<file path="src/rtl/pdvm_pkg.sv">
// ----------------------------------------------------------------------------
// pdvm_pkg
// Shared types and constants for the perspective divide and viewport map.
// ----------------------------------------------------------------------------
package pdvm_pkg;

  localparam int FRAC_BITS_DEF = 16;
  localparam int DATA_W        = 32;
  localparam int VP_W          = 14;
  localparam int SLOT_W        = 4;
  localparam int LANES         = 3;
  localparam int QCLAMP_LOG    = 48;
  localparam int QC_W          = QCLAMP_LOG + 2;

  typedef enum logic [1:0] {
    REG_MIN_X = 2'd0,
    REG_MIN_Y = 2'd1,
    REG_MAX_X = 2'd2,
    REG_MAX_Y = 2'd3
  } cfg_reg_e;

  typedef struct packed {
    logic signed [DATA_W-1:0] clip_x;
    logic signed [DATA_W-1:0] clip_y;
    logic signed [DATA_W-1:0] clip_z;
    logic signed [DATA_W-1:0] clip_w;
    logic [SLOT_W-1:0]        vertex_slot;
    logic                     last_vertex;
  } vtx_in_t;

  typedef struct packed {
    logic signed [DATA_W-1:0] screen_x;
    logic signed [DATA_W-1:0] screen_y;
    logic signed [DATA_W-1:0] depth;
    logic                     fault;
    logic [SLOT_W-1:0]        slot_out;
    logic                     last_out;
  } vtx_out_t;

  typedef struct packed {
    logic                w_zero;
    logic [LANES-1:0]    num_neg;
    logic [LANES-1:0]    num_nz;
    logic                den_neg;
    logic [SLOT_W-1:0]   slot;
    logic                last;
  } side_t;

  typedef struct packed {
    logic signed [VP_W-1:0] min_x;
    logic signed [VP_W-1:0] min_y;
    logic signed [VP_W-1:0] max_x;
    logic signed [VP_W-1:0] max_y;
  } viewport_t;

endpackage

</file>
<file path="src/rtl/pdvm_map.sv">
// ----------------------------------------------------------------------------
// pdvm_map
// Sign fix, clamp, viewport scale and translate, saturation. Three stages,
// the last one is the output register.
// ----------------------------------------------------------------------------
module pdvm_map #(
  parameter int FB = 16,
  parameter int NW = 48
) (
  input  logic                               clk,
  input  logic                               rst,
  input  logic                               adv,
  input  logic                               in_valid,
  input  logic [pdvm_pkg::LANES-1:0][NW-1:0] quo,
  input  pdvm_pkg::side_t                    side,
  input  pdvm_pkg::viewport_t                vp,
  output logic                               out_valid,
  output pdvm_pkg::vtx_out_t                 out_data
);

  localparam int QC = pdvm_pkg::QC_W;
  localparam logic signed [63:0] QMAX = 64'sd1 <<< pdvm_pkg::QCLAMP_LOG;
  localparam logic signed [63:0] QMIN = -QMAX;
  localparam logic signed [63:0] SMAX = 64'sd2147483647;
  localparam logic signed [63:0] SMIN = -64'sd2147483648;

  logic signed [63:0] q [pdvm_pkg::LANES];

  always_comb begin
    logic neg;
    logic [63:0] mag;
    for (int l = 0; l < pdvm_pkg::LANES; l++) begin
      if (side.w_zero) begin
        neg = side.num_neg[l];
        mag = side.num_nz[l] ? 64'(QMAX) : 64'd0;
      end else begin
        neg = side.num_neg[l] ^ side.den_neg;
        mag = 64'(quo[l]);
      end
      q[l] = neg ? -$signed(mag) : $signed(mag);
    end
  end

  // clamp and depth saturation
  logic                         v1;
  logic signed [QC-1:0]         qx1, qy1;
  logic signed [pdvm_pkg::DATA_W-1:0] dep1;
  logic                         satz1;
  pdvm_pkg::side_t              side1;

  function automatic logic signed [QC-1:0] clampq(input logic signed [63:0] v);
    if (v > QMAX) begin
      return QC'(QMAX);
    end else if (v < QMIN) begin
      return QC'(QMIN);
    end
    return QC'(v);
  endfunction

  always_ff @(posedge clk) begin
    if (rst) begin
      v1 <= 1'b0;
    end else if (adv) begin
      v1 <= in_valid;
    end
  end

  always_ff @(posedge clk) begin
    if (adv) begin
      qx1   <= clampq(q[0]);
      qy1   <= clampq(q[1]);
      side1 <= side;
      if (q[2] > SMAX) begin
        dep1  <= pdvm_pkg::DATA_W'(SMAX);
        satz1 <= 1'b1;
      end else if (q[2] < SMIN) begin
        dep1  <= pdvm_pkg::DATA_W'(SMIN);
        satz1 <= 1'b1;
      end else begin
        dep1  <= pdvm_pkg::DATA_W'(q[2]);
        satz1 <= 1'b0;
      end
    end
  end

  // scale multiply
  logic signed [pdvm_pkg::VP_W:0] diff_x, diff_y, sum_x, sum_y;
  assign diff_x = (pdvm_pkg::VP_W+1)'(vp.max_x) - (pdvm_pkg::VP_W+1)'(vp.min_x);
  assign diff_y = (pdvm_pkg::VP_W+1)'(vp.max_y) - (pdvm_pkg::VP_W+1)'(vp.min_y);
  assign sum_x  = (pdvm_pkg::VP_W+1)'(vp.max_x) + (pdvm_pkg::VP_W+1)'(vp.min_x);
  assign sum_y  = (pdvm_pkg::VP_W+1)'(vp.max_y) + (pdvm_pkg::VP_W+1)'(vp.min_y);

  logic                         v2;
  logic signed [64:0]           px2, py2;
  logic signed [pdvm_pkg::DATA_W-1:0] dep2;
  logic                         satz2;
  pdvm_pkg::side_t              side2;

  always_ff @(posedge clk) begin
    if (rst) begin
      v2 <= 1'b0;
    end else if (adv) begin
      v2 <= v1;
    end
  end

  always_ff @(posedge clk) begin
    if (adv) begin
      px2   <= diff_x * qx1;
      py2   <= diff_y * qy1;
      dep2  <= dep1;
      satz2 <= satz1;
      side2 <= side1;
    end
  end

  // halve, translate, saturate
  function automatic logic signed [64:0] place(input logic signed [64:0] p,
                                                input logic signed [pdvm_pkg::VP_W:0] s);
    logic signed [64:0] half;
    logic signed [64:0] trans;
    half  = (p + $signed(65'(p[64]))) >>> 1;
    trans = 65'(s) <<< (FB - 1);
    return trans + half;
  endfunction

  logic signed [64:0] tx, ty;
  logic               satx, saty;
  logic signed [pdvm_pkg::DATA_W-1:0] sx, sy;

  always_comb begin
    tx   = place(px2, sum_x);
    ty   = place(py2, sum_y);
    satx = (tx > 65'(SMAX)) || (tx < 65'(SMIN));
    saty = (ty > 65'(SMAX)) || (ty < 65'(SMIN));
    sx   = (tx > 65'(SMAX)) ? pdvm_pkg::DATA_W'(SMAX) :
           (tx < 65'(SMIN)) ? pdvm_pkg::DATA_W'(SMIN) : tx[pdvm_pkg::DATA_W-1:0];
    sy   = (ty > 65'(SMAX)) ? pdvm_pkg::DATA_W'(SMAX) :
           (ty < 65'(SMIN)) ? pdvm_pkg::DATA_W'(SMIN) : ty[pdvm_pkg::DATA_W-1:0];
  end

  always_ff @(posedge clk) begin
    if (rst) begin
      out_valid <= 1'b0;
    end else if (adv) begin
      out_valid <= v2;
    end
  end

  always_ff @(posedge clk) begin
    if (adv) begin
      out_data.screen_x <= sx;
      out_data.screen_y <= sy;
      out_data.depth    <= dep2;
      out_data.fault    <= side2.w_zero | satx | saty | satz2;
      out_data.slot_out <= side2.slot;
      out_data.last_out <= side2.last;
    end
  end

endmodule

</file>
<file path="config.mk">
export PLATFORM = sky130hd
export DESIGN_NAME = pdvm_map
export DESIGN_NICKNAME = d
export VERILOG_FILES = /design/src/rtl/pdvm_pkg.sv /design/src/rtl/pdvm_map.sv
export SDC_FILE = /design/constraint.sdc
export NUM_CORES = 2
export LEC_CHECK = 0
export BUFFER_PORTS_ARGS = -buffer_cell sky130_fd_sc_hd__clkbuf_2
export CAP_MARGIN = 20
export CORE_MARGIN = 2
export CORE_UTILIZATION = 55
export CTS_CLUSTER_DIAMETER = 100
export CTS_CLUSTER_SIZE = 14
export DETAILED_ROUTE_END_ITERATION = 7
export GPL_TIMING_DRIVEN = 0
export PLACE_DENSITY = 0.72
export SLEW_MARGIN = 15
export SYNTH_ARGS = -nofsm -noshare
export SYNTH_HDL_FRONTEND = slang
export SYNTH_SLANG_ARGS = --single-unit
</file>
<file path="constraint.sdc">
create_clock -name clk -period 22.7 [get_ports clk]
set_input_delay 1.135 -clock clk [delete_from_list [all_inputs] [get_ports clk]]
set_output_delay 1.135 -clock clk [all_outputs]
set_load 0.01 [all_outputs]
</file>
==> run summary <==
## Status
• completed — result of the run

## Yosys
• 0% — FFs w/ async S/R, synth
• 77080 sq um — combined area of all synthesized cells
• 8.965 sq um — average size of a mapped cell
• 94 — number of distinct library cells after synthesis
• 8598 — gate count after technology mapping
• 10638 — Net Count, Synth
• 413 — Seq cells post-synth
• 16.05% — sequential-to-total area share from yosys stat
• sky130_fd_sc_hd__edfxtp_1 — most instantiated flip-flop cell in the synthesis netlist
• 0 — number of warnings issued by yosys
• 410 — number of flops mapped to enable cells by yosys

## Layout
• 12357 — number of inserted filler cells in the final layout
• 11010 — Final nets
• 5.116% — layout cell share with drive strength beyond 1
• 82470 sq um — final std cell area, no fill
• 57510 sq um — multi-input logic area
• 12370 sq um — flip-flop and latch area
• 6.988% — area growth from synthesis to layout

## Worst setup path
• 12.84 ns — Worst R2R Setup Slack
• qy1[6]$_SDFFCE_PN0P_ — RR Startpoint
• 26 — worst-case reg-to-reg path depth
• 1.02 ns — delay contributed by the slowest stage of the critical path
• 6 — Critical path buffers and inverters
• primary input — crit path launch type
• 10 — CP Max Fanout
• compound AO/OA/AOI/OAI gates — cell family contributing the most delay on the critical path
• 38 — Stages on worst setup path
• 23.08 ns — data required time at the worst endpoint
• primary input to flop — CP Class
• sky130_fd_sc_hd__a2111oi_0 — CP max stage cell
• flop — type of element capturing the critical path
• sky130_fd_sc_hd__fa_1 — library cell appearing most often on the critical path
• py2[63]$_DFFE_PP_ — worst flop-to-flop path endpoint
• 13.47 ns — worst path arrival time

## Route
• 6 — Pre-Repair DR Iteration Count
• 0 — number of remaining DRC errors
• 241900 um — post-detailed-routing wire length
• 22.23 um — average wire per standard cell
• 6149 — DR iter-0 viols
• 5.755 — routed vias/inst
• 0 — Routed Antenna Nets
• 62618 — via count

## Clocking
• 2 — number of H-tree levels
• 0.08 ns — clock slew at the register clock pins of the worst setup and hold paths
• 0 — post-cts repair resize count
• 413 — # clock sinks
• 39 — CTS buffer count
• sky130_fd_sc_hd__clkbuf_16 — buffer cell driving the clock tree root
• 3 — Clock Path Buffers
• 0 — Post-CTS Hold Buffers
• 0 — buffers inserted by post-CTS timing repair
• yes — CTS tree
• 0.66 ns — Clock Latency Late Sink

## STA
• 0 — final setup violation count
• 0.03556 ns — post-route clock skew
• 16.01% — Slew headroom
• 1.256 ns — actual transition at the worst max-transition pin
• 57.68% — Final period util
• 0 — Final Hold Vio Count
• false — setup repair after global routing missed its margin
• 0.4147 ns — hold slack
• 13.09 ns — final critical-path required period
• 76.37 MHz — max frequency
• 0 — pins over their slew limit
• 0 ns — final sum of negative setup slack

## Worst hold path
• satz1$_SDFFCE_PN1P_ — Min-Delay Startpoint
• satz2$_DFFE_PP_ — end of the worst hold path
• 0 — Min-Delay Path Depth
• flop to flop — Hold Crit Class

## Placement
• 204000 um — detailed placement HPWL
• 1.008 — GPL Wtd Cong
• 317 — input/output buffers
• 81220 sq um — total placed instance area

## GRT
• 102 — largest net degree at the start of global routing
• 0 — overall overflow remaining after global route
• 34.21% — Tot GR Track Use
• 63268 — vias in the first global route
• 33 — antenna violations before repair
• 371800 um — wire length of the first global-routing pass

## Floorplanning
• 137 — row cnt
• 139400 sq um — area of the core
• 143200 sq um — die outline area
• 55.31% — initial cell density of the core
• 320 — Top-Level Pins
• 378.4 um — die width
• 378.4 um — Die H

## Run
• 0 — max-cap viol count

-- registers in the layout, summed over array words and instances (netlist names) --
signal     count
dep1          32
dep2          32
out_data     102
out_valid      1
px2           65
py2           65
qx1           50
qy1           50
satz1          1
satz2          1
side1          6
side2          6
v1             1
v2             1
-- layer usage --
metal / vias up / GRT usage [%] / routed length, um
li1: 27874 / - / -
met1: 31294 / 48.53 / 101900
met2: 2943 / 50.68 / 103400
met3: 483 / 10.17 / 28240
met4: 24 / 10.19 / 8188
met5: - / 0 / 147
-- synthesized netlist by cell type (20+ instances only) --
cell type                     n  area (sq um)
sky130_fd_sc_hd__o21bai_1    44         330.3
sky130_fd_sc_hd__nand2_1   1408          5285
sky130_fd_sc_hd__nand2b_1    41         256.5
sky130_fd_sc_hd__o211ai_1    24         180.2
sky130_fd_sc_hd__xor2_1     143          1252
sky130_fd_sc_hd__edfxtp_1   410         12310
sky130_fd_sc_hd__nor2_1     450          1689
sky130_fd_sc_hd__and3_1      65         406.6
sky130_fd_sc_hd__and2_1     310          1939
sky130_fd_sc_hd__or2_2       20         125.1
sky130_fd_sc_hd__nand3_1    107         535.5
sky130_fd_sc_hd__a31oi_1     47         294.0
sky130_fd_sc_hd__a21boi_0    23         172.7
sky130_fd_sc_hd__o21a_1      48         360.4
sky130_fd_sc_hd__fa_1      1360         27230
sky130_fd_sc_hd__or3_1       23         143.9
sky130_fd_sc_hd__a21o_1     116         870.8
sky130_fd_sc_hd__ha_1       463          5793
sky130_fd_sc_hd__a211oi_1    34         255.2
sky130_fd_sc_hd__a21oi_1    326          1632
sky130_fd_sc_hd__inv_1     1538          5773
sky130_fd_sc_hd__o21ai_0    258          1291
sky130_fd_sc_hd__nor3_1     118         590.6
sky130_fd_sc_hd__mux2i_1     22         220.2
sky130_fd_sc_hd__o31ai_1     56         420.4
sky130_fd_sc_hd__nor4_1      50         312.8
sky130_fd_sc_hd__nor2b_1     80         500.5
sky130_fd_sc_hd__clkbuf_1   354          1329
sky130_fd_sc_hd__xnor2_1    336          2943
sky130_fd_sc_hd__nand4_1     56         350.3
-- how the worst max path moves through the flow --
stage,startpoint,to,slack [ns]
final,vp[29],py2[63]$_DFFE_PP_,9.61
after detailed placement,vp[0],py2[63]$_DFFE_PP_,9.18
after global routing,vp[29],py2[63]$_DFFE_PP_,8.94
after floorplan,vp[29],py2[63]$_DFFE_PP_,12.55
after global placement,vp[14],px2[61]$_DFFE_PP_,9.20
after CTS,vp[29],py2[63]$_DFFE_PP_,9.83
-- worst reg2reg max path: stages, from the launching register on --
cell	delay [ns]
sky130_fd_sc_hd__edfxtp_1	0.67
sky130_fd_sc_hd__clkbuf_1	0.50
sky130_fd_sc_hd__nand2_1	0.16
sky130_fd_sc_hd__fa_1	0.55
sky130_fd_sc_hd__inv_1	0.06
sky130_fd_sc_hd__fa_1	0.50
sky130_fd_sc_hd__inv_1	0.05
sky130_fd_sc_hd__fa_1	0.53
sky130_fd_sc_hd__inv_1	0.06
sky130_fd_sc_hd__fa_1	0.47
sky130_fd_sc_hd__inv_1	0.05
sky130_fd_sc_hd__fa_1	0.50
sky130_fd_sc_hd__fa_1	0.54
sky130_fd_sc_hd__inv_1	0.04
sky130_fd_sc_hd__ha_1	0.36
sky130_fd_sc_hd__and3_1	0.23
sky130_fd_sc_hd__nand3_1	0.09
sky130_fd_sc_hd__nor3b_1	0.41
sky130_fd_sc_hd__o211ai_1	0.29
sky130_fd_sc_hd__a2111oi_0	1.02
sky130_fd_sc_hd__o21ai_0	0.38
sky130_fd_sc_hd__a31oi_1	0.56
sky130_fd_sc_hd__a41oi_1	0.40
sky130_fd_sc_hd__o31ai_1	0.47
sky130_fd_sc_hd__a21o_1	0.17
sky130_fd_sc_hd__a21oi_1	0.07
sky130_fd_sc_hd__xnor2_1	0.46
-- through the flow --
stage / utilization (%) / setup WS, ns / instances
after floorplan: - / 12.55 / 8598
after global placement: 58.13 / 9.202 / 10791
after detailed placement: 58.28 / 9.184 / 10802
after CTS: 59.13 / 9.831 / 10864
after global routing: 59.17 / 8.944 / 10877
final: 59.18 / 9.606 / 10881
-- cell usage in the layout, fill, tap and decap left out, types with 15 or more instances in the layout --
| cell type | synthesis | routed |
|---|---|---|
| sky130_fd_sc_hd__and2_1 | 310 | 310 |
| sky130_fd_sc_hd__nand2b_1 | 41 | 41 |
| sky130_fd_sc_hd__o21a_1 | 48 | 48 |
| sky130_fd_sc_hd__nor4_1 | 50 | 50 |
| sky130_fd_sc_hd__nand3_1 | 107 | 107 |
| sky130_fd_sc_hd__nand4_1 | 56 | 56 |
| sky130_fd_sc_hd__or3_1 | 23 | 23 |
| sky130_fd_sc_hd__clkbuf_2 | 0 | 316 |
| sky130_fd_sc_hd__a21boi_0 | 23 | 23 |
| sky130_fd_sc_hd__a21oi_1 | 326 | 326 |
| sky130_fd_sc_hd__or4_1 | 19 | 19 |
| sky130_fd_sc_hd__edfxtp_1 | 410 | 410 |
| sky130_fd_sc_hd__clkbuf_1 | 354 | 362 |
| sky130_fd_sc_hd__and3_1 | 65 | 65 |
| sky130_fd_sc_hd__a211oi_1 | 34 | 34 |
| sky130_fd_sc_hd__or2_2 | 20 | 20 |
| sky130_fd_sc_hd__o21ai_0 | 258 | 258 |
| sky130_fd_sc_hd__a21o_1 | 116 | 114 |
| sky130_fd_sc_hd__and4_1 | 15 | 15 |
| sky130_fd_sc_hd__mux2i_1 | 22 | 22 |
| sky130_fd_sc_hd__nor2b_1 | 80 | 80 |
| sky130_fd_sc_hd__inv_1 | 1538 | 1538 |
| sky130_fd_sc_hd__nor2_1 | 450 | 450 |
| sky130_fd_sc_hd__o31ai_1 | 56 | 55 |
| sky130_fd_sc_hd__o211ai_1 | 24 | 24 |
| sky130_fd_sc_hd__a31oi_1 | 47 | 47 |
| sky130_fd_sc_hd__xor2_1 | 143 | 143 |
| sky130_fd_sc_hd__nor3b_1 | 17 | 17 |
| sky130_fd_sc_hd__o21bai_1 | 44 | 44 |
| sky130_fd_sc_hd__fa_1 | 1360 | 1360 |
| sky130_fd_sc_hd__nor3_1 | 118 | 118 |
| sky130_fd_sc_hd__clkbuf_16 | 0 | 39 |
| sky130_fd_sc_hd__nand2_1 | 1408 | 1408 |
| sky130_fd_sc_hd__xnor2_1 | 336 | 335 |
| sky130_fd_sc_hd__ha_1 | 463 | 463 |
-- logic make-up (layout without fill, tap and decap cells) --
logic type / after synthesis / after routing / synth area share, %
AO/OA/AOI/OAI: 1138 / 1138 / 9.405
buffers and inverters: 1917 / 2310 / 9.382
AND/OR/NAND/NOR: 2805 / 2805 / 16.58
multiplexers: 23 / 23 / 0.3003
other: 0 / 14 / 0
XOR/XNOR: 479 / 479 / 5.443
adder cells (fa/ha/maj): 1823 / 1823 / 42.84
flip-flops: 413 / 413 / 16.05
-- cell type report --
| type | instances | area share (%) |
|---|---|---|
| antenna | 14 | 0.04248 |
| buffer | 377 | 1.760 |
| clock buffer | 47 | 1.220 |
| clock inverter | 15 | 0.2276 |
| inverter | 1540 | 7.009 |
| multi-input combinational | 6268 | 69.73 |
| sequential | 413 | 15.00 |
| tap | 1876 | 2.846 |
| timing repair buffer | 331 | 2.160 |
Power is left out: the tool's default activity adds up to more than one toggle a clock period on the data nets, which glitch-free logic cannot reach.
